<file path="src/rtl/gaze_dwell_button_trigger_core_macros.svh">
// Assertion macros used by the gaze dwell button top level.
`ifndef GAZE_DWELL_BUTTON_TRIGGER_CORE_MACROS_SVH
`define GAZE_DWELL_BUTTON_TRIGGER_CORE_MACROS_SVH

// Same-cycle implication, sampled on clk and disabled while rst_n is low.
`define GDBT_ASSERT_IMPL(lbl, ante, cons) \
    lbl: assert property (@(posedge clk) disable iff (!rst_n) (ante) |-> (cons)) \
        else $error("gdbt assertion failed");

// Next-cycle implication, sampled on clk and disabled while rst_n is low.
`define GDBT_ASSERT_NEXT(lbl, ante, cons) \
    lbl: assert property (@(posedge clk) disable iff (!rst_n) (ante) |=> (cons)) \
        else $error("gdbt assertion failed");

`endif

</file>
<file path="src/rtl/gdbt_pkg.sv">
// Types and constants shared by the gaze dwell button modules.
`timescale 1ns / 1ps

package gdbt_pkg;

    localparam int DWELL_BITS     = 16;
    localparam int FLASH_BITS     = 16;
    localparam int CFG_DATA_BITS  = 16;
    localparam int CFG_INDEX_BITS = 3;
    localparam int PROG_FRAC_BITS = 8;
    localparam int PROG_BITS      = 9;
    localparam int OUT_DATA_BITS  = 16;

    localparam logic [PROG_BITS-1:0]  PROG_FULL   = 9'd256;
    localparam logic [PROG_BITS-1:0]  PROG_ZERO   = 9'd0;
    localparam logic [DWELL_BITS-1:0] DWELL_RESET = 16'd1000;
    localparam logic [FLASH_BITS-1:0] FLASH_RESET = 16'd200;

    typedef enum logic [CFG_INDEX_BITS-1:0] {
        CFG_RECT_LEFT,
        CFG_RECT_TOP,
        CFG_RECT_WIDTH,
        CFG_RECT_HEIGHT,
        CFG_DWELL_TIME,
        CFG_FLASH_LENGTH,
        CFG_RETRIGGER
    } cfg_index_t;

    typedef enum logic [2:0] {
        ST_IDLE,
        ST_DIFF,
        ST_DECIDE,
        ST_DIVIDE,
        ST_DONE
    } gdbt_state_t;

endpackage

</file>
<file path="src/rtl/gaze_dwell_button_trigger_core.sv">
// Top level of the gaze dwell button: configuration, sequencer and result register.
`timescale 1ns / 1ps

// The block takes one time-stamped gaze point per request on the s_ side and returns exactly
// one result per request on the m_ side. Each point is tested against the configured
// rectangle; the first point inside after an exit starts the dwell clock, later inside points
// report progress as elapsed / dwell_time in Q1.8 (256 is complete), and reaching the dwell
// time fires triggered and opens a flash window of flash_length ms. With retrigger_enable set
// the dwell clock restarts at once, otherwise the button stays disarmed until the gaze
// leaves. A point that needs a progress value passes through the difference pass, the decide
// state, the divide state (the restoring divider produces one quotient bit per cycle, then
// the quotient is taken) and the done state that hands the result over. Points that need no
// division skip the divide state. s_tready stays low while a point is in work. A finished
// result waits in the output register; the next point is still accepted, but its result
// waits in the done state until the register is free. Configuration writes are always
// accepted and should be issued only while the block is idle.
module gaze_dwell_button_trigger_core
    import gdbt_pkg::*;
#(
    parameter int COORD_BITS = 12,
    parameter int TIME_BITS  = 32
) (
    input  logic                          clk,
    input  logic                          rst_n,

    input  logic                          s_tvalid,
    output logic                          s_tready,
    // Fields from bit 0 up: gaze_x, gaze_y, now_ms, zero padding.
    input  logic [((2*COORD_BITS+TIME_BITS+7)/8)*8-1:0] s_tdata,

    output logic                          m_tvalid,
    input  logic                          m_tready,
    // Fields from bit 0 up: triggered, flashing, inside_res, progress, zero padding.
    output logic [OUT_DATA_BITS-1:0]      m_tdata,

    input  logic                          cfg_valid,
    output logic                          cfg_ready,
    input  logic [CFG_INDEX_BITS-1:0]     cfg_index,
    input  logic [CFG_DATA_BITS-1:0]      cfg_data
);

    `include "gaze_dwell_button_trigger_core_macros.svh"

    localparam int X_LSB = 0;
    localparam int Y_LSB = COORD_BITS;
    localparam int T_LSB = 2 * COORD_BITS;

    // Configuration registers.
    logic [COORD_BITS-1:0] rect_left_reg;
    logic [COORD_BITS-1:0] rect_top_reg;
    logic [COORD_BITS-1:0] rect_width_reg;
    logic [COORD_BITS-1:0] rect_height_reg;
    logic [DWELL_BITS-1:0] dwell_time_reg;
    logic [FLASH_BITS-1:0] flash_length_reg;
    logic                  retrigger_reg;

    // Dwell state carried from one point to the next.
    logic                  active_reg;
    logic                  armed_reg;
    logic [TIME_BITS-1:0]  start_reg;
    logic                  flash_on_reg;
    logic [TIME_BITS-1:0]  flash_until_reg;
    logic [PROG_BITS-1:0]  progress_reg;

    // Working registers for the point in flight.
    logic [COORD_BITS-1:0] gx_reg;
    logic [COORD_BITS-1:0] gy_reg;
    logic [TIME_BITS-1:0]  now_reg;
    logic                  inside_reg;
    logic [TIME_BITS-1:0]  elapsed_reg;
    logic [TIME_BITS-1:0]  dold_reg;
    logic [TIME_BITS-1:0]  dfire_reg;
    logic [TIME_BITS-1:0]  fu_new_reg;
    logic                  fired_reg;

    // Result register.
    logic                  m_tvalid_reg;
    logic                  out_trig_reg;
    logic                  out_flash_reg;
    logic                  out_inside_reg;
    logic [PROG_BITS-1:0]  out_prog_reg;

    gdbt_state_t           state_reg;
    gdbt_state_t           state_next;

    logic                  in_rect;
    logic                  due;
    logic                  fired;
    logic                  need_div;
    logic                  flash_any;
    logic [TIME_BITS-1:0]  flash_diff;
    logic                  flash_close;
    logic                  out_free;
    logic                  accept;
    logic                  div_start;
    logic                  div_done;
    logic                  out_load;
    logic [PROG_FRAC_BITS-1:0] div_quo;

    // Configuration port: a write is taken in every cycle.
    assign cfg_ready = 1'b1;

    always_ff @(posedge clk or negedge rst_n)
    begin
        if (!rst_n)
        begin
            rect_left_reg    <= '0;
            rect_top_reg     <= '0;
            rect_width_reg   <= '0;
            rect_height_reg  <= '0;
            dwell_time_reg   <= DWELL_RESET;
            flash_length_reg <= FLASH_RESET;
            retrigger_reg    <= 1'b0;
        end
        else if (cfg_valid)
        begin
            case (cfg_index_t'(cfg_index))
                CFG_RECT_LEFT:    rect_left_reg    <= cfg_data[COORD_BITS-1:0];
                CFG_RECT_TOP:     rect_top_reg     <= cfg_data[COORD_BITS-1:0];
                CFG_RECT_WIDTH:   rect_width_reg   <= cfg_data[COORD_BITS-1:0];
                CFG_RECT_HEIGHT:  rect_height_reg  <= cfg_data[COORD_BITS-1:0];
                CFG_DWELL_TIME:   dwell_time_reg   <= cfg_data[DWELL_BITS-1:0];
                CFG_FLASH_LENGTH: flash_length_reg <= cfg_data[FLASH_BITS-1:0];
                CFG_RETRIGGER:    retrigger_reg    <= cfg_data[0];
                default:          ;
            endcase
        end
    end

    gdbt_rect #(
        .COORD_BITS (COORD_BITS)
    ) u_rect (
        .x       (gx_reg),
        .y       (gy_reg),
        .left    (rect_left_reg),
        .top     (rect_top_reg),
        .width   (rect_width_reg),
        .height  (rect_height_reg),
        .in_rect (in_rect)
    );

    // The divider only runs when elapsed is below dwell_time, so elapsed fits the low bits.
    gdbt_div u_div (
        .clk      (clk),
        .rst_n    (rst_n),
        .start    (div_start),
        .dividend (elapsed_reg[DWELL_BITS-1:0]),
        .divisor  (dwell_time_reg),
        .done     (div_done),
        .quotient (div_quo)
    );

    // Decision logic for the point in flight, valid in the decide state.
    assign due      = elapsed_reg >= TIME_BITS'(dwell_time_reg);
    assign fired    = inside_reg && active_reg && due;
    assign need_div = inside_reg && active_reg && !due;

    // The flash closes once now is strictly after flash_until in half-range order.
    assign flash_any   = flash_on_reg || fired;
    assign flash_diff  = fired ? dfire_reg : dold_reg;
    assign flash_close = (flash_diff != '0) && !flash_diff[TIME_BITS-1];

    assign out_free = !m_tvalid_reg || m_tready;
    assign accept   = s_tvalid && s_tready;

    // Sequencer next state.
    always_comb
    begin
        state_next = state_reg;
        case (state_reg)
            ST_IDLE:   if (s_tvalid) state_next = ST_DIFF;
            ST_DIFF:   state_next = ST_DECIDE;
            ST_DECIDE: state_next = need_div ? ST_DIVIDE : ST_DONE;
            ST_DIVIDE: if (div_done) state_next = ST_DONE;
            ST_DONE:   if (out_free) state_next = ST_IDLE;
            default:   state_next = ST_IDLE;
        endcase
    end

    // Sequencer outputs.
    always_comb
    begin
        s_tready  = 1'b0;
        div_start = 1'b0;
        out_load  = 1'b0;
        case (state_reg)
            ST_IDLE:   s_tready  = 1'b1;
            ST_DECIDE: div_start = need_div;
            ST_DONE:   out_load  = out_free;
            default:   ;
        endcase
    end

    always_ff @(posedge clk or negedge rst_n)
    begin
        if (!rst_n)
            state_reg <= ST_IDLE;
        else
            state_reg <= state_next;
    end

    // Capture the point, then form the time differences in one pass.
    always_ff @(posedge clk)
    begin
        if (accept)
        begin
            gx_reg  <= s_tdata[X_LSB +: COORD_BITS];
            gy_reg  <= s_tdata[Y_LSB +: COORD_BITS];
            now_reg <= s_tdata[T_LSB +: TIME_BITS];
        end
        if (state_reg == ST_DIFF)
        begin
            inside_reg  <= in_rect;
            elapsed_reg <= now_reg - start_reg;
            dold_reg    <= now_reg - flash_until_reg;
            dfire_reg   <= '0 - TIME_BITS'(flash_length_reg);
            fu_new_reg  <= now_reg + TIME_BITS'(flash_length_reg);
        end
        if (state_reg == ST_DECIDE)
            fired_reg <= fired;
    end

    // Dwell state update.
    always_ff @(posedge clk or negedge rst_n)
    begin
        if (!rst_n)
        begin
            active_reg      <= 1'b0;
            armed_reg       <= 1'b1;
            start_reg       <= '0;
            flash_on_reg    <= 1'b0;
            flash_until_reg <= '0;
            progress_reg    <= PROG_ZERO;
        end
        else if (state_reg == ST_DECIDE)
        begin
            flash_on_reg <= flash_any && !flash_close;
            if (!inside_reg)
            begin
                active_reg   <= 1'b0;
                armed_reg    <= 1'b1;
                progress_reg <= PROG_ZERO;
            end
            else if (!active_reg)
            begin
                // Entry only records the start time; progress keeps its value.
                if (armed_reg)
                begin
                    start_reg  <= now_reg;
                    active_reg <= 1'b1;
                    armed_reg  <= 1'b0;
                end
            end
            else if (fired)
            begin
                start_reg       <= now_reg;
                flash_until_reg <= fu_new_reg;
                active_reg      <= retrigger_reg;
                progress_reg    <= retrigger_reg ? PROG_FULL : PROG_ZERO;
            end
        end
        else if (div_done)
        begin
            progress_reg <= {1'b0, div_quo};
        end
    end

    // Result register: holds a finished result until the sink takes it.
    always_ff @(posedge clk or negedge rst_n)
    begin
        if (!rst_n)
            m_tvalid_reg <= 1'b0;
        else if (out_load)
            m_tvalid_reg <= 1'b1;
        else if (m_tready)
            m_tvalid_reg <= 1'b0;
    end

    always_ff @(posedge clk)
    begin
        if (out_load)
        begin
            out_trig_reg   <= fired_reg;
            out_flash_reg  <= flash_on_reg;
            out_inside_reg <= inside_reg;
            out_prog_reg   <= progress_reg;
        end
    end

    assign m_tvalid = m_tvalid_reg;
    assign m_tdata  = OUT_DATA_BITS'({out_prog_reg, out_inside_reg, out_flash_reg, out_trig_reg});

    // A quotient may only arrive while the sequencer waits for it.
    `GDBT_ASSERT_IMPL(a_div_done_in_divide, div_done, state_reg == ST_DIVIDE)
    // An accepted request moves the sequencer straight into the difference pass.
    `GDBT_ASSERT_NEXT(a_accept_to_diff, accept, state_reg == ST_DIFF)
    // A fired result always comes from a point inside the rectangle.
    `GDBT_ASSERT_IMPL(a_trig_inside, m_tvalid && m_tdata[0], m_tdata[2])
    // Progress never goes beyond one whole dwell.
    `GDBT_ASSERT_IMPL(a_prog_range, m_tvalid, m_tdata[11:3] <= PROG_FULL)

endmodule

</file>
<file path="src/rtl/gdbt_rect.sv">
// Point-in-rectangle test for the gaze button.
`timescale 1ns / 1ps

module gdbt_rect #(
    parameter int COORD_BITS = 12
) (
    input  logic [COORD_BITS-1:0] x,
    input  logic [COORD_BITS-1:0] y,
    input  logic [COORD_BITS-1:0] left,
    input  logic [COORD_BITS-1:0] top,
    input  logic [COORD_BITS-1:0] width,
    input  logic [COORD_BITS-1:0] height,
    output logic                  in_rect
);

    logic [COORD_BITS:0] right_edge;
    logic [COORD_BITS:0] bottom_edge;
    logic                in_x;
    logic                in_y;

    // The far edges carry one extra bit so that they never wrap.
    assign right_edge  = {1'b0, left} + {1'b0, width};
    assign bottom_edge = {1'b0, top} + {1'b0, height};

    assign in_x    = (x >= left) && ({1'b0, x} < right_edge);
    assign in_y    = (y >= top) && ({1'b0, y} < bottom_edge);
    assign in_rect = in_x && in_y;

endmodule

</file>
<file path="src/rtl/gdbt_div.sv">
// Restoring divider that produces the eight fraction bits of dwell progress.
`timescale 1ns / 1ps

module gdbt_div
    import gdbt_pkg::*;
(
    input  logic                      clk,
    input  logic                      rst_n,
    input  logic                      start,
    input  logic [DWELL_BITS-1:0]     dividend,
    input  logic [DWELL_BITS-1:0]     divisor,
    output logic                      done,
    output logic [PROG_FRAC_BITS-1:0] quotient
);

    localparam int CNT_BITS = $clog2(PROG_FRAC_BITS);
    localparam logic [CNT_BITS-1:0] CNT_LAST = CNT_BITS'(PROG_FRAC_BITS - 1);

    logic [DWELL_BITS-1:0]     rem_reg;
    logic [DWELL_BITS-1:0]     rem_next;
    logic [PROG_FRAC_BITS-1:0] quo_reg;
    logic [CNT_BITS-1:0]       cnt_reg;
    logic                      busy_reg;
    logic                      done_reg;
    logic [DWELL_BITS:0]       shifted;
    logic                      fits;

    // The remainder always stays below the divisor, so doubling it fits in one extra bit.
    assign shifted  = {rem_reg, 1'b0};
    assign fits     = shifted >= {1'b0, divisor};
    assign rem_next = fits ? DWELL_BITS'(shifted - {1'b0, divisor})
                           : DWELL_BITS'(shifted);

    always_ff @(posedge clk or negedge rst_n)
    begin
        if (!rst_n)
        begin
            busy_reg <= 1'b0;
            done_reg <= 1'b0;
            cnt_reg  <= '0;
        end
        else
        begin
            done_reg <= 1'b0;
            if (start)
            begin
                busy_reg <= 1'b1;
                cnt_reg  <= '0;
            end
            else if (busy_reg)
            begin
                cnt_reg <= cnt_reg + 1'b1;
                if (cnt_reg == CNT_LAST)
                begin
                    busy_reg <= 1'b0;
                    done_reg <= 1'b1;
                end
            end
        end
    end

    always_ff @(posedge clk)
    begin
        if (start)
        begin
            rem_reg <= dividend;
            quo_reg <= '0;
        end
        else if (busy_reg)
        begin
            rem_reg <= rem_next;
            quo_reg <= {quo_reg[PROG_FRAC_BITS-2:0], fits};
        end
    end

    assign done     = done_reg;
    assign quotient = quo_reg;

endmodule

</file>
<file path="config.mk">
export PLATFORM = sky130hd
export DESIGN_NAME = gaze_dwell_button_trigger_core
export DESIGN_NICKNAME = d
export VERILOG_FILES = /design/src/rtl/gdbt_pkg.sv /design/src/rtl/gaze_dwell_button_trigger_core.sv /design/src/rtl/gdbt_rect.sv /design/src/rtl/gdbt_div.sv
export VERILOG_INCLUDE_DIRS = /design/src /design/src/rtl
export SDC_FILE = /design/constraint.sdc
export NUM_CORES = 1
export LEC_CHECK = 0
export BUFFER_PORTS_ARGS = -buffer_cell sky130_fd_sc_hd__buf_2
export CAP_MARGIN = 30
export CORE_ASPECT_RATIO = 1.5
export CORE_UTILIZATION = 55
export CTS_CLUSTER_SIZE = 14
export DETAILED_ROUTE_END_ITERATION = 8
export PLACE_DENSITY_LB_ADDON = 0.05
export SETUP_SLACK_MARGIN = 0.1
export SYNTH_ARGS = -nofsm -noshare
export SYNTH_HDL_FRONTEND = slang
export SYNTH_SLANG_ARGS = --single-unit
export TNS_END_PERCENT = 100
</file>
<file path="constraint.sdc">
create_clock -name clk -period 9.4 [get_ports clk]
set_input_delay 0.94 -clock clk [delete_from_list [all_inputs] [get_ports clk]]
set_output_delay 0.94 -clock clk [all_outputs]
set_load 0.02 [all_outputs]
</file>
==> Word-level counts from Yosys, hierarchy flattened <==
Cells that the tools add are included.
W data, S select, Z words.
{ "op_classes": {"n_shift": 0, "n_eq_ne": 18, "div": 0, "n_mul": 0, "bitwise": 0, "magnitude_cmp": 6, "n_mux": 37, "addsub": 8, "n_reduce_logical": 34} }
{ "op_table": {"columns": ["op", "count"], "rows": [
  ["$mux W32", 4],
  ["$sub A32 B32 Y32", 2],
  ["$mux W9", 6],
  ["$mux W16", 3],
  ["$add A32 B16 Y32", 1],
  ["$ge A32 B16 Y1", 1],
  ["$reduce_bool A32 Y1", 1],
  ["$add A12 B12 Y13", 2],
  ["$lt A12 B13 Y1", 2],
  ["$ge A12 B12 Y1", 2],
  ["$mux W3", 6],
  ["$ge A17 B16 Y1", 1],
  ["$mux W1", 17],
  ["$sub A1 B16 Y17 const A", 1],
  ["$reduce_and A2 Y1", 8],
  ["$sub A16 B16 Y16", 1],
  ["$eq A3 B3 Y1 const B", 5],
  ["$pmux W3 S5", 1],
  ["$eq A3 B2 Y1 const B", 4],
  ["$logic_and A1 B1 Y1", 9],
  ["$reduce_and A4 Y1", 2],
  ["$reduce_bool A2 Y1", 4],
  ["$eq A3 B1 Y1 const B", 2],
  ["$logic_not A3 Y1", 2],
  ["7 further kinds", 16]
]} }
{ "word_totals": {"latchBits": 0, "input_bits": 80, "ram_bits": 0, "reg_bits": 388, "memories": 0, "out_inout_bits": 19, "word_cells": 136, "rom_bits": 0} }

==> Logic depth before layout (Yosys ltp) <==
Gate-level depths: netlist (run 1).
{ "logic_depth": {"word_depth": 7, "ltp_mapped": 19, "depth_no_buf": 19} }

==> Hierarchy <==
A second synthesis (run 1) with hierarchy kept.
{ "unflattened": {"cells_unflattened": 1901, "hier_area_um2": 21319.2} }
{ "by_module_without_submodules": {"columns": ["mod", "area_each_um2", "cells_each", "instances", "seq_area_each_um2"], "rows": [
  ["gaze_dwell_button_trigger_core", 16987.5, 1387, 1, 9536.6],
  ["gdbt_div", 2264.7, 245, 1, 765.7],
  ["gdbt_rect", 2067.0, 269, 1, 0.0]
]} }

==> Worst setup path after synthesis (run 1) <==
Ideal clock, no wire load.
{ "synth_timing": {"path_kind": "register to register", "start": "reg state_reg[1]", "end": "reg dfire_reg[0], enable pin", "n_path_buf": 1, "stages_incl_launch_ff": 3, "period_less_slack_ps": 9064, "setup_time_ps": 727, "path_slack_ps": 336, "arrival_ps": 8338, "t_required_ps": 8673, "cell_sequence": "dfrtp_1 -> clkbuf_1 -> nor3_1"} }
{ "synth_via": {"elab_chain_cells": 1} }
{ "synth_lines": {"columns": ["item", "line_no", "rtl"], "rows": [
  ["start: declaration", "gaze_dwell_button_trigger_core.sv:83", "gdbt_state_t state_reg;"],
  ["start signal: assignment", "gaze_dwell_button_trigger_core.sv:199", "state_reg <= state_next;"],
  ["$eq A3 B1 Y1", "gaze_dwell_button_trigger_core.sv:211", "if (state_reg == ST_DIFF)"],
  ["end signal: assignment", "gaze_dwell_button_trigger_core.sv:216", "dfire_reg <= '0 - TIME_BITS'(flash_length_reg);"],
  ["end: declaration", "gaze_dwell_button_trigger_core.sv:72", "logic [TIME_BITS-1:0] dfire_reg;"]
]} }
Every way passes these cells.
A chain may end at the register's enable or synchronous reset.

==> Worst setup path after layout (run 1) <==
{ "layout_timing": {"start": "reg rect_top_reg[0]", "end": "reg inside_reg (data pin)"} }
{ "layout_via": {"elab_chain_cells": 4, "elab_cells_between_ends": 5, "cone_classes": "1 x add/sub; 2 x order compare; 2 x reduce/logical"} }
{ "layout_lines": {"columns": ["item", "line_no", "rtl"], "rows": [
  ["start: declaration", "gaze_dwell_button_trigger_core.sv:50", "logic [COORD_BITS-1:0] rect_top_reg;"],
  ["start signal: assignment", "gaze_dwell_button_trigger_core.sv:119", "CFG_RECT_TOP: rect_top_reg <= cfg_data[COORD_BITS-1:0];"],
  ["$add A12 B12 Y13", "gdbt_rect.sv:23", "assign bottom_edge = {1'b0, top} + {1'b0, height};"],
  ["$lt A12 B13 Y1", "gdbt_rect.sv:26", "assign in_y = (y >= top) && ({1'b0, y} < bottom_edge);"],
  ["$logic_and A1 B1 Y1 (*)", "gdbt_rect.sv:26", null],
  ["$logic_and A1 B1 Y1 (*)", "gdbt_rect.sv:27", "assign in_rect = in_x && in_y;"],
  ["named net in_rect", "gaze_dwell_button_trigger_core.sv:86", "logic in_rect;"],
  ["end signal: assignment", "gaze_dwell_button_trigger_core.sv:213", "inside_reg <= in_rect;"],
  ["end: declaration", "gaze_dwell_button_trigger_core.sv:69", "logic inside_reg;"]
]} }
Mark *: on every way through the listed nets, which the timed path passes. The rest lies on a longest branch.

==> impl_metrics.xml, run 1 <==
<?xml version="1.0" encoding="UTF-8"?>
<metrics>
  <group name="die">
    <metric name="boundaryPins" unit="">99</metric>
    <metric name="floorplan_row_count" unit="">86</metric>
    <metric name="starting_utilization_of_the_core_area" unit="%">56.1</metric>
    <metric name="floorplan.die.width" unit="µm">161</metric>
    <metric name="coreArea" unit="µm²">37000</metric>
    <metric name="die_height" unit="µm">240</metric>
    <metric name="die_area" unit="µm²">38600</metric>
  </group>
  <group name="drt">
    <metric name="avgRoutedWirePerCell" unit="µm">18.3</metric>
    <metric name="dr.pass1.iters" unit="">5</metric>
    <metric name="dr_total_vias" unit="">13997</metric>
    <metric name="routed_wirelength" unit="µm">45100</metric>
    <metric name="route.antenna.remaining_nets" unit="">0</metric>
    <metric name="vias_per_cell" unit="">5.69</metric>
    <metric name="post-route-drc-count" unit="">0</metric>
    <metric name="initialDrtViolationCount" unit="">697</metric>
  </group>
  <group name="clock_network">
    <metric name="cts.clk_slew.worst_paths" unit="ns">0.06</metric>
    <metric name="clock_tree.root_cell" unit="">clkbuf_16</metric>
    <metric name="h-tree-depth" unit="">2</metric>
    <metric name="tritoncts_clock_tree" unit="">built</metric>
    <metric name="cts_num_sinks" unit="">373</metric>
    <metric name="cts_hold_buf" unit="">0</metric>
    <metric name="clk-insertion-delay-late" unit="ns">0.54</metric>
    <metric name="cts.path.max_buffers" unit="">3</metric>
    <metric name="cts_repair_resize_count" unit="">0</metric>
    <metric name="cts_inserted_buffers" unit="">38</metric>
    <metric name="post_cts.repair.setup_buffers" unit="">0</metric>
  </group>
  <group name="worst_setup_path">
    <metric name="timing.rr.end" unit="">inside_reg</metric>
    <metric name="timing.critical_path.fanout_max" unit="">3</metric>
    <metric name="rr_startpoint" unit="">rect_top_reg[0]</metric>
    <metric name="timing.critical_path.required" unit="ns">9.70</metric>
    <metric name="setup.worst_path.class" unit="">register to register</metric>
    <metric name="critPathSlowestCell" unit="">dfrtp_1</metric>
    <metric name="timing.critical_path.mode_cell" unit="">o21ai_0</metric>
    <metric name="ff2ff_path_depth" unit="">18</metric>
    <metric name="timing.critical_path.buf_inv" unit="">1</metric>
    <metric name="setup.worst_path.end_class" unit="">register</metric>
    <metric name="timing.critical_path.from" unit="">rect_top_reg[0]</metric>
    <metric name="crit_chain" unit="">ha_1, inv_1, fa_1, nor2b_1, o21ai_0, a21boi_0, o21ai_0, a21oi_1, o21ai_0, nand2_1, ha_1, o21a_1, o21ai_0, a211oi_1, or3_1, a31oi_1, a211oi_1, a2111oi_0</metric>
    <metric name="cp_data_arrival_time" unit="ns">4.22</metric>
    <metric name="crit_path_max_delay_family" unit="">compound AO/OA/AOI/OAI gates</metric>
    <metric name="r2r_setup_slack" unit="ns">5.47</metric>
    <metric name="cp-start-kind" unit="">register</metric>
    <metric name="maximum_single_stage_delay_on_the_critical_path" unit="ns">0.40</metric>
  </group>
  <group name="yosys">
    <metric name="syn-instance-count" unit="">1840</metric>
    <metric name="synthesis.area" unit="µm²">20800</metric>
    <metric name="synth_seq_area_share" unit="%">49.6</metric>
    <metric name="synth_edf_count" unit="">199</metric>
    <metric name="synth_ff_type" unit="">edfxtp_1</metric>
    <metric name="synthesis.area_per_instance" unit="µm²">11.3</metric>
    <metric name="postSynthRegisterBits" unit="">373</metric>
    <metric name="number_of_distinct_library_cells_after_synthesis" unit="">77</metric>
    <metric name="postSynth.asyncResetShare" unit="%">44.5</metric>
    <metric name="synth_warnings" unit="">0</metric>
  </group>
  <group name="sta">
    <metric name="clock-skew-final" unit="ns">0.0104</metric>
    <metric name="fin_setup_tns" unit="ns">0</metric>
    <metric name="max_slew_margin" unit="%">36.9</metric>
    <metric name="layout_min_cycle_time" unit="ns">3.93</metric>
    <metric name="setup_repair_after_global_routing_missed_its_margin" unit="">false</metric>
    <metric name="max_slew.worst_pin.slew" unit="ns">0.946</metric>
    <metric name="slew_viol_final" unit="">0</metric>
    <metric name="timing.fmax" unit="GHz">0.255</metric>
    <metric name="setup-violations-final" unit="">0</metric>
    <metric name="layout_worst_path_cycle_share" unit="%">41.8</metric>
    <metric name="timing_hold_violations_final" unit="">0</metric>
  </group>
  <group name="finish">
    <metric name="stdcell_area" unit="µm²">23100</metric>
    <metric name="antenna_cells" unit="">0</metric>
    <metric name="nNetsFinal" unit="">2214</metric>
    <metric name="post_route_cells_drive_above_1_share" unit="%">13.3</metric>
    <metric name="synthToLayoutAreaGrowth" unit="%">11.2</metric>
    <metric name="area.sequential" unit="µm²">10300</metric>
    <metric name="multi_input_area" unit="µm²">9650</metric>
    <metric name="nFillCells" unit="">3049</metric>
  </group>
  <group name="grt">
    <metric name="grt_antenna_before_repair" unit="">0</metric>
    <metric name="grt_pass1_wl" unit="µm">73100</metric>
    <metric name="via_count_of_the_first_global_routing_pass" unit="">14290</metric>
    <metric name="global_route.overflow_total" unit="">0</metric>
    <metric name="grt_max_degree" unit="">65</metric>
    <metric name="all_layer_gr_usage" unit="%">24.2</metric>
  </group>
  <group name="placed_design">
    <metric name="post_dp_cell_area" unit="µm²">21700</metric>
    <metric name="port_buffers" unit="">93</metric>
    <metric name="dp_hpwl" unit="µm">33700</metric>
    <metric name="gp_congestion" unit="">0.921</metric>
  </group>
  <group name="status">
    <metric name="status" unit="">complete, no violations</metric>
  </group>
  <group name="power_and_ir_drop">
    <metric name="irDropWorstVdd" unit="mV">0.221</metric>
    <metric name="power_density" unit="nW/µm²">327</metric>
    <metric name="leakagePower" unit="nW">9.89</metric>
  </group>
  <group name="flow_run">
    <metric name="count_of_max_cap_constraint_violations" unit="">0</metric>
  </group>
  <group name="worst_hold_path">
    <metric name="hold_path_class" unit="">input pin to async pin</metric>
  </group>
</metrics>
==> worst max-delay path by stage <==
stage	to	depth (start not counted)
after floorplan	dfire_reg[0]	2
after global placement	inside_reg	18
after detailed placement	inside_reg	18
after CTS	inside_reg	18
after global routing	inside_reg	18
final	inside_reg	18
==> cell type report <==
type,instances,share of cell area [%]
inverters,158,2.57
clock inverters,14,0.731
repair buffers,108,2.65
well taps,484,2.62
clock buffers,56,5.04
multi-input cells,1266,41.8
flip-flops and latches,373,44.6
==> synth_stat cells (all sizes together) (3+ instances only) <==
master	instances	area (µm²)
edfxtp	199	5980
ha	183	2290
inv	158	593
dfrtp	156	3900
a21oi	121	606
o21ai	119	596
nand2	108	405
mux2	105	1290
nor2	101	379
xnor2	85	744
a21o	43	323
xor2	37	324
nand2b	32	200
nand3	28	140
nor2b	27	176
clkbuf	26	97.6
mux2i	24	240
buf	20	161
nor3	20	100
nor4	20	125
a211oi	19	143
o21a	18	135
and3	17	106
nand4	17	106
o21bai	14	116
a31oi	11	68.8
a22o	10	87.6
dfstp	10	263
a2111oi	8	77.6
and2	8	52.6
dfxtp	8	160
o211ai	8	60.1
or3	7	43.8
fa	6	120
or2	6	37.5
nor3b	5	37.5
o22ai	5	37.5
o31a	5	43.8
o31ai	5	37.5
or4	5	41.3
a21boi	4	30.0
o2111ai	4	35.0
o311ai	3	26.3
==> worst reg2reg max path, cell delays in order (launching register included) <==
cell	delay, ns
dfrtp_1	0.40
ha_1	0.22
inv_1	0.07
fa_1	0.20
nor2b_1	0.06
o21ai_0	0.20
a21boi_0	0.13
o21ai_0	0.24
a21oi_1	0.12
o21ai_0	0.30
nand2_1	0.10
ha_1	0.31
o21a_1	0.11
o21ai_0	0.21
a211oi_1	0.06
or3_1	0.35
a31oi_1	0.17
a211oi_1	0.06
a2111oi_0	0.40
==> layer usage <==
metal | track usage [%] | up-vias | wire length [µm]
li1 | - | 6849 | -
met4 | 8.51 | 0 | 1470
met1 | 29.2 | 6831 | 19200
met2 | 44.3 | 228 | 23200
met3 | 2.78 | 89 | 1150
met5 | 0 | - | 0
==> stage by stage <==
stage	instances	utilization, %	worst slack, ns	hold WS (ns)	total power [W]
after floorplan	1843	-	0.336	0.400	0.00522
after global placement	2386	58.6	5.70	0.406	0.00589
after detailed placement	2388	58.7	5.48	0.408	0.00596
after CTS	2458	62.3	5.46	0.347	0.00761
after global routing	2459	62.4	5.09	0.356	0.00811
final	2459	62.4	5.47	0.333	0.00755
==> power by group <==
part | switching [W] | internal (W)
clock | 0.000631 | 0.000970
combinational | 0.00176 | 0.00137
sequential | 0.000321 | 0.00249
==> logic make-up after synthesis <==
group	count (synthesis)	synth area share, %
xor+xnor	122	5.15
other cells	2	0.0362
simple gates	404	9.53
buf+inv	204	4.10
flops	373	49.6
fa+ha+maj	189	11.6
mux	129	7.38
compound gates	417	12.6
==> cell usage in the layout, fill, tap and decap left out, drive strengths merged, types with 17 or more instances in the layout <==
master,netlist,layout
a211oi,19,19
a21o,43,43
a21oi,121,121
and3,17,17
buf,20,108
clkbuf,26,56
dfrtp,156,156
edfxtp,199,199
ha,183,183
inv,158,159
mux2,105,105
mux2i,24,24
nand2,108,108
nand2b,32,32
nand3,28,28
nand4,17,17
nor2,101,101
nor2b,27,27
nor3,20,20
nor4,20,20
o21a,18,18
o21ai,119,119
xnor2,85,85
xor2,37,37
Note: power is estimated with default switching activity, not from simulation.
==> run 2: changes to the inputs <==
==> constraint.sdc (replaced) <==
create_clock -name clk -period 3.25 [get_ports clk]
set_input_delay 0.325 -clock clk [delete_from_list [all_inputs] [get_ports clk]]
set_output_delay 0.325 -clock clk [all_outputs]
set_load 0.02 [all_outputs]
==> run 2 against run 1 <==
Routed wire length grew 8.0%. Largest power group unchanged. Register-to-register slack got worse by 5.7 ns. Largest cell class unchanged. Clock power grew to 2.8 times the previous value. Clock skew grew 0.014 ns. Via count up 5.3%. Critical path type unchanged. First-iteration DRC count down 3.6%. Final area increased by 7.5%. The run now ends with setup timing left. Sequential power increased to 2.9 times the previous value.
==> impl_metrics.xml, run 2 (synthesis gave the netlist of run 1 again) <==
<?xml version="1.0" encoding="UTF-8"?>
<metrics>
  <group name="drt">
    <metric name="dr_total_vias" unit="">14736</metric>
    <metric name="avgRoutedWirePerCell" unit="µm">18.6</metric>
    <metric name="vias_per_cell" unit="">5.64</metric>
    <metric name="routed_wirelength" unit="µm">48700</metric>
    <metric name="post-route-drc-count" unit="">0</metric>
    <metric name="route.antenna.remaining_nets" unit="">0</metric>
    <metric name="dr.pass1.iters" unit="">5</metric>
    <metric name="initialDrtViolationCount" unit="">672</metric>
  </group>
  <group name="sta">
    <metric name="slew_viol_final" unit="">0</metric>
    <metric name="setup-violations-final" unit="">1</metric>
    <metric name="layout_min_cycle_time" unit="ns">3.44</metric>
    <metric name="fin_ws" unit="ns">-0.187</metric>
    <metric name="max_slew_margin" unit="%">35.0</metric>
    <metric name="layout_worst_path_cycle_share" unit="%">106</metric>
    <metric name="timing.fmax" unit="GHz">0.291</metric>
    <metric name="clock-skew-final" unit="ns">0.0241</metric>
    <metric name="setup_repair_after_global_routing_missed_its_margin" unit="">true</metric>
    <metric name="max_slew.worst_pin.slew" unit="ns">0.972</metric>
    <metric name="timing_hold_violations_final" unit="">0</metric>
    <metric name="tightest_hold_margin" unit="ns">0.0320</metric>
  </group>
  <group name="die">
    <metric name="die_area" unit="µm²">38600</metric>
    <metric name="coreArea" unit="µm²">37000</metric>
    <metric name="die_height" unit="µm">240</metric>
    <metric name="boundaryPins" unit="">99</metric>
    <metric name="starting_utilization_of_the_core_area" unit="%">56.1</metric>
    <metric name="floorplan_row_count" unit="">86</metric>
    <metric name="floorplan.die.width" unit="µm">161</metric>
  </group>
  <group name="worst_setup_path">
    <metric name="setup.worst_path.class" unit="">register to register</metric>
    <metric name="cp_data_arrival_time" unit="ns">3.79</metric>
    <metric name="cp-start-kind" unit="">register</metric>
    <metric name="timing.critical_path.required" unit="ns">3.60</metric>
    <metric name="setup.worst_path.end_class" unit="">register</metric>
    <metric name="r2r_setup_slack" unit="ns">-0.19</metric>
    <metric name="timing.critical_path.fanout_max" unit="">2</metric>
  </group>
  <group name="finish">
    <metric name="most-common-layout-cells" unit="">edfxtp_1 (199), ha_1 (170), inv_1 (155), dfrtp_1 (155), a21oi_1 (113)</metric>
    <metric name="stdcell_area" unit="µm²">24800</metric>
    <metric name="synthToLayoutAreaGrowth" unit="%">19.6</metric>
    <metric name="post_route_cells_drive_above_1_share" unit="%">19.7</metric>
    <metric name="antenna_cells" unit="">0</metric>
    <metric name="nNetsFinal" unit="">2366</metric>
    <metric name="mostFrequentLayoutCell" unit="">edfxtp_1</metric>
  </group>
  <group name="clock_network">
    <metric name="h-tree-depth" unit="">2</metric>
    <metric name="clk-insertion-delay-late" unit="ns">0.55</metric>
    <metric name="cts_inserted_buffers" unit="">39</metric>
    <metric name="cts_num_sinks" unit="">373</metric>
    <metric name="cts.clk_slew.worst_paths" unit="ns">0.06</metric>
    <metric name="clock_tree.root_cell" unit="">clkbuf_16</metric>
    <metric name="tritoncts_clock_tree" unit="">built</metric>
    <metric name="cts.path.max_buffers" unit="">3</metric>
  </group>
  <group name="power_and_ir_drop">
    <metric name="design_power_total" unit="W">0.0233</metric>
    <metric name="power_density" unit="nW/µm²">938</metric>
    <metric name="leakagePower" unit="nW">10.6</metric>
    <metric name="irDropWorstVdd" unit="mV">0.608</metric>
  </group>
  <group name="placed_design">
    <metric name="gp_congestion" unit="">0.884</metric>
    <metric name="port_buffers" unit="">93</metric>
    <metric name="dp_hpwl" unit="µm">35600</metric>
    <metric name="post_dp_cell_area" unit="µm²">22500</metric>
  </group>
  <group name="worst_hold_path">
    <metric name="hold_path_class" unit="">input pin to register</metric>
  </group>
  <group name="grt">
    <metric name="grt_max_degree" unit="">64</metric>
    <metric name="global_route.overflow_total" unit="">0</metric>
    <metric name="via_count_of_the_first_global_routing_pass" unit="">15311</metric>
    <metric name="grt_antenna_before_repair" unit="">1</metric>
    <metric name="grt_pass1_wl" unit="µm">77100</metric>
    <metric name="all_layer_gr_usage" unit="%">25.7</metric>
  </group>
  <group name="status">
    <metric name="status" unit="">finished with violations</metric>
    <metric name="violated_checks" unit="">setup timing</metric>
  </group>
  <group name="flow_run">
    <metric name="count_of_max_cap_constraint_violations" unit="">0</metric>
  </group>
</metrics>
## run 2: changes by cell type in the layout (fill, tap and decap cells not counted), moves of 6 or more
cell           delta
ha_1             -13
dlygate4sd3_1    +57
buf_12            +7
ha_4              +9
a21oi_2           +7
o21ai_0          -13
o21ai_1           +7
o21ai_2           +6
buf_4            +83
a21oi_1           -8
a211oi_2          +6
a211oi_1          -6
## run 2: metrics by stage
step | worst slack (ns) | TNS (ns) | instances | util (%)
final | -0.187 | -0.187 | 2611 | 67.1
after global routing | -0.413 | -0.413 | 2611 | 67.1
after CTS | -0.243 | -0.243 | 2602 | 65.9
after detailed placement | -0.252 | -0.278 | 2471 | 60.7
after global placement | -0.147 | -0.212 | 2471 | 60.7
after floorplan | -0.433 | -49.42 | 1843 | -
## run 2: what timing repair did
action                                 in CTS  in global routing
setup buffers                               2                  8
hold buffers                               57                  0
pin swaps                                  14                 52
gates cloned                                1                  1
endpoints found under the hold margin     115                  0
gates resized for setup                    15                 67
setup endpoints to repair                  29                102
## run 2: worst paths after layout
kind / start / cells after the start / end
setup / recovery: rect_height_reg[0] / 18 / inside_reg
hold / removal: s_tdata[25] / 1 / now_reg[1]
setup reg to reg: rect_height_reg[0] / 18 / inside_reg
hold reg to reg: fired_reg / 0 / out_trig_reg
max in group asynchronous: rst_n / 3 / flash_until_reg[13]
min in group asynchronous: rst_n / 2 / start_reg[29]
## run 2: power breakdown
| part | internal [W] | total [W] | switching [W] | leakage (nW) |
|---|---|---|---|---|
| Combinational | 0.00494 | 0.0107 | 0.00577 | 6.07 |
| Clock | 0.00262 | 0.00448 | 0.00186 | 0.628 |
| Sequential | 0.00720 | 0.00810 | 0.000902 | 3.93 |
| Total | 0.0148 | 0.0233 | 0.00853 | 10.6 |
## run 2: critical path, stage by stage, from the launching register on
cell and delay (ns):
dfrtp_1 0.38, ha_2 0.20, inv_2 0.05, fa_2 0.19, nor2b_1 0.05, o21ai_1 0.16, a21boi_1 0.09, o21ai_1 0.16
a21oi_1 0.10, or3_1 0.35, nand2_1 0.08, ha_1 0.23, o21a_1 0.12, o21ai_2 0.17, a211oi_2 0.05, or3_4 0.42
a31oi_4 0.15, a211oi_2 0.07, a2111oi_2 0.21
## run 2: routing by layer
layer / global-route usage (%) / up-vias / wire length (µm)
li1: - / 7161 / -
met3: 2.92 / 123 / 1500
met5: 0 / - / 11
met1: 26.8 / 7188 / 18200
met4: 12.1 / 2 / 2400
met2: 50.5 / 262 / 26500
## run 2: final cells by class
type,instances,area (µm²)
timing repair buffer,258,1990
clock inverter,17,158
clock buffer,54,1100
fill,2919,12200
inverter,158,593
sequential,373,10300
multi-input combinational,1267,10100
tap,484,606
